[src/rtl/twmf_pkg.sv]
`timescale 1ns / 1ps
// ----------------------------------------------------------------------------
// twmf_pkg
// Shared constants and types of the threshold window mean filter.
// ----------------------------------------------------------------------------
package twmf_pkg;

  // Defaults of the top-level parameters
  localparam int MAX_WIDTH_DEF  = 4096;
  localparam int MAX_RADIUS_DEF = 7;
  localparam int PIXEL_BITS_DEF = 16;

  // Fixed limits and widths
  localparam int MAX_HEIGHT = 4096;
  localparam int PIX_W      = 16;   // pixel field width
  localparam int ROW_W      = 12;   // row index, 0..MAX_HEIGHT-1
  localparam int HCNT_W     = 13;   // row count, 0..MAX_HEIGHT
  localparam int RAD_W      = 3;
  localparam int THR_W      = 16;
  localparam int SIZE_W     = 13;   // image_width / image_height registers
  localparam int CNT_W      = 8;    // neighbour count, at most 227
  localparam int SUM_W      = 24;   // weighted sum, at most 227 * 65535
  localparam int NUM_W      = 25;   // 2 * sum + count
  localparam int QUO_W      = 16;   // quotient bits, one per divider cell
  localparam int REM_W      = 9;    // remainder, below the 9-bit divisor
  localparam int DEN_W      = 9;    // 2 * count

  // Register map (index = byte address / 4)
  localparam logic [2:0] REG_THRESHOLD    = 3'd0;
  localparam logic [2:0] REG_RADIUS       = 3'd1;
  localparam logic [2:0] REG_IMAGE_WIDTH  = 3'd2;
  localparam logic [2:0] REG_IMAGE_HEIGHT = 3'd3;
  localparam logic [2:0] REG_ENABLE       = 3'd4;

  // One stage of the divider chain
  typedef struct packed {
    logic             valid;
    logic [REM_W-1:0] rem;
    logic [QUO_W-1:0] low;   // dividend bits still to consume, quotient bits shift in
    logic [DEN_W-1:0] den;
  } div_stage_t;

endpackage

[src/rtl/twmf_div_cell.sv]
`timescale 1ns / 1ps
// ----------------------------------------------------------------------------
// twmf_div_cell
// One restoring-division step: produce one quotient bit, pass on.
// ----------------------------------------------------------------------------
module twmf_div_cell import twmf_pkg::*; (
  input  logic       clk,
  input  logic       rst,
  input  div_stage_t din,
  output div_stage_t dout
);

  logic [REM_W:0] trial;
  logic           take;

  assign trial = {din.rem, din.low[QUO_W-1]};
  assign take  = (trial >= {1'b0, din.den});

  always_ff @(posedge clk) begin
    dout.rem <= take ? REM_W'(trial - {1'b0, din.den}) : trial[REM_W-1:0];
    dout.low <= {din.low[QUO_W-2:0], take};
    dout.den <= din.den;
    if (rst) begin
      dout.valid <= 1'b0;
    end else begin
      dout.valid <= din.valid;
    end
  end

endmodule

[src/rtl/twmf_div_chain.sv]
`timescale 1ns / 1ps
// ----------------------------------------------------------------------------
// twmf_div_chain
// Row of division cells; the quotient leaves in the low field of the last cell.
// ----------------------------------------------------------------------------
module twmf_div_chain import twmf_pkg::*; (
  input  logic       clk,
  input  logic       rst,
  input  div_stage_t din,
  output div_stage_t dout
);

  div_stage_t stage [QUO_W+1];

  assign stage[0] = din;

  for (genvar i = 0; i < QUO_W; i++) begin : g_cell
    twmf_div_cell u_cell (
      .clk  (clk),
      .rst  (rst),
      .din  (stage[i]),
      .dout (stage[i+1])
    );
  end

  assign dout = stage[QUO_W];

endmodule
[config.mk]
export PLATFORM = sky130hd
export DESIGN_NAME = twmf_div_chain
export DESIGN_NICKNAME = d
export VERILOG_FILES = /design/src/rtl/twmf_pkg.sv /design/src/rtl/twmf_div_cell.sv /design/src/rtl/twmf_div_chain.sv
export SDC_FILE = /design/constraint.sdc
export NUM_CORES = 1
export LEC_CHECK = 0
export ABC_AREA = 0
export BUFFER_PORTS_ARGS = -buffer_cell sky130_fd_sc_hd__buf_2
export CAP_MARGIN = 20
export CORE_MARGIN = 5
export CORE_UTILIZATION = 40
export CTS_CLUSTER_SIZE = 20
export DETAILED_ROUTE_END_ITERATION = 12
export SYNTH_ARGS = -nofsm -noshare
export SYNTH_HDL_FRONTEND = slang
export SYNTH_SLANG_ARGS = --single-unit
[constraint.sdc]
create_clock -name clk -period 3.4 [get_ports clk]
set_input_delay 0.34 -clock clk [delete_from_list [all_inputs] [get_ports clk]]
set_output_delay 0.34 -clock clk [all_outputs]
set_load 0.01 [all_outputs]
==> impl_metrics.tcl <==
set metrics [dict create \
    status "complete, no violations" \
    ir_drop_v 0.000447 \
    final.setup.worst_slack_ns 0.506 \
    path_class "register to register" \
    place_congestion 0.854 \
    htreeDepth 2 \
    clockBufferDepth 3 \
    setup_viol 0 \
    fillers 4381 \
    layout_commonest_cell "dfxtp_1" \
    grtUsageTotal_pct 12.4 \
    period_share_pct 85.1 \
    fin_skew_ns 0.0195 \
    worstReg2RegStart "g_cell[14].u_cell.dout[24]$_DFF_P_" \
    drc 0 \
    largest_register_ffs 560 \
    cap_viol_max_count 0 \
    cp.required_ns 3.88 \
    hpwl_mm 23.8 \
    std_cell_rows 81 \
    layout.cells.non_filler 2514 \
    placed_cells 2379 \
    max_stage_delay_ns 0.70 \
    critPathLaunch "g_cell[14].u_cell.dout[24]$_DFF_P_" \
    top_register "g_cell.u_cell.dout" \
    seq_area_sq_um 11200 \
    num-nets-final 2044 \
    top_regs "g_cell.u_cell.dout x560" \
    synth_nets 1895 \
    synth_edf_count 0 \
    die_area_sq_um 53300 \
    synthArstFlopShare_pct 0 \
    syn_area_sq_um 19500 \
    clockRootBuffer "clkbuf_16" \
    start_kind "register" \
    min-delay-start "din[24]" \
    grt_first_pass_wirelength_mm 55.9 \
    drv_slew 0 \
    die_w_um 231 \
    final_cell_mix "dfxtp_1 (560), inv_1 (194), ha_1 (144)" \
    insertion_delay_ns 0.60 \
    die_h_um 231 \
    dp_slack_ns 0.532 \
    route.antenna.remaining_nets 0 \
    holdWs_ns 0.0407 \
    core_area_sq_um 48500 \
    n_antenna_cell 0 \
    maxSlewHeadroom_pct 31.5 \
    synthCells 1698 \
    grt_pass1_vias 12100 \
    path_common_cell "inv_1" \
    tns_ns 0 \
    end_kind "register" \
    antenna_found_initial 0 \
    clock_sinks 560 \
    ys_seq_area_share_pct 57.5 \
    ios 72 \
    port_buffers 71 \
    post_cts_buffers 0 \
    p_per_area_nw_per_um2 1010 \
    start_util_pct 40.2 \
    ys_warn_count 0 \
    cp.arrival_ns 3.37 \
    cts_buffers 57 \
    drt_iter0_markers 477 \
    synth.ff_latch_count 560 \
    worst_pin_slew_ns 1.03 \
    crit_slowest_cell "or4_1" \
    power.total_uw 23200 \
    grt_overflow 0 \
    drive_gt1_share_pct 14.4 \
    cts_resized 0 \
    synth.distinct_cells 59 \
    fin_crit_ns 2.89 \
    synthToLayoutAreaGrowth_pct 17.2 \
    crit_fanout 10 \
    rsz0062_at_grt "no" \
    wl_per_cell_um 13.0 \
    hold_path_class "input port to register" \
    vias_per_cell 4.76 \
    fmax_mhz 346 \
    grt_max_degree 17 \
    postSynthAreaPerCell_sq_um 11.5 \
    cts_tree "built" \
    wl_mm 32.7 \
    cellLeakagePower_uw 0.0104 \
    multi_input_area_sq_um 7500 \
    drt_pass1_iterations 5 \
    crit_chain "inv_1 > ha_1 > inv_1 > fa_1 > a21o_1 > a221oi_2 > a21oi_1 > or4_1 > mux2_4" \
    hold_buffers 30 \
    num_vias 12000 \
    hold_viol 0 \
    synth-main-ff-cell "dfxtp_1" \
    path_clk_slew_ns 0.06 \
]
worst max-delay path, delay by kind of cell, from the launching register on:
| kind | cells | cell delay (ns) |
|---|---|---|
| fa+ha+maj | 2 | 0.55 |
| compound gates | 3 | 0.73 |
| flops | 1 | 0.29 |
| simple gates | 1 | 0.70 |
| buf+inv | 2 | 0.11 |
| mux | 1 | 0.39 |
logic make-up after synthesis:
logic type / after synthesis / synth area share [%]
flops: 560 / 57.5
xor+xnor: 80 / 3.59
simple gates: 279 / 7.21
compound gates: 310 / 10.9
mux: 101 / 5.91
buf+inv: 208 / 4.05
fa+ha+maj: 160 / 10.9
metal layers:
| layer | GRT usage (%) | vias to the layer above | wire length (um) | share of wire, % |
|---|---|---|---|---|
| li1 | - | 6136 | - | - |
| met1 | 14.0 | 5585 | 13700 | 42 |
| met2 | 22.9 | 171 | 16800 | 51 |
| met3 | 2.88 | 74 | 1310 | 4.0 |
| met4 | 4.10 | 0 | 901 | 2.8 |
| met5 | 0 | - | 0 | 0 |
final timing paths:
path	end	slack [ns]	depth (start not counted)
worst max register to register	g_cell[15].u_cell.dout[29]$_DFF_P_	0.51	9
worst min-delay path	g_cell[0].u_cell.dout[25]$_DFF_P_	0.04	3
worst max-delay path	g_cell[15].u_cell.dout[29]$_DFF_P_	0.51	9
worst min register to register	g_cell[15].u_cell.dout[12]$_DFF_P_	0.31	0
layout make-up:
class | instances | share of cell area, %
Clock buffer | 83 | 7.20
Timing Repair Buffer | 104 | 2.97
Sequential cell | 560 | 49.1
Multi-Input combinational cell | 930 | 32.8
Tap cell | 622 | 3.41
Inverter | 194 | 3.19
Clock inverter | 21 | 1.35
per-stage QoR:
stage               instance area (sq um)  utilization (%)
finish                              22900             47.1
global route                        22900             47.1
CTS                                 22800             47.1
detailed placement                  20600             42.4
global placement                    20600             42.4
floorplan                           19500                -
where the power goes:
| part | switching, uW | total (uW) | internal [uW] |
|---|---|---|---|
| clock network | 2460 | 6340 | 3880 |
| logic | 3940 | 7810 | 3870 |
| registers | 691 | 9000 | 8310 |
| total | 7090 | 23200 | 16100 |
Yosys cell counts (12+ instances only):
| master | instances | area (sq um) |
|---|---|---|
| a211oi_1 | 13 | 97.6 |
| fa_1 | 16 | 320 |
| inv_1 | 194 | 728 |
| nor3_1 | 17 | 85.1 |
| o21ai_0 | 38 | 190 |
| nand3_1 | 51 | 255 |
| a221oi_1 | 14 | 123 |
| o21a_1 | 16 | 120 |
| o211ai_1 | 12 | 90.1 |
| mux2_2 | 77 | 867 |
| nor2_1 | 82 | 308 |
| and3_1 | 15 | 93.8 |
| xor2_1 | 31 | 272 |
| mux2i_1 | 12 | 120 |
| nor2b_1 | 36 | 225 |
| dfxtp_1 | 560 | 11200 |
| a21o_1 | 38 | 285 |
| ha_1 | 144 | 1800 |
| xnor2_1 | 49 | 429 |
| a21oi_1 | 84 | 420 |
| nand2_1 | 41 | 154 |
Power figures use the tool's default switching activity.
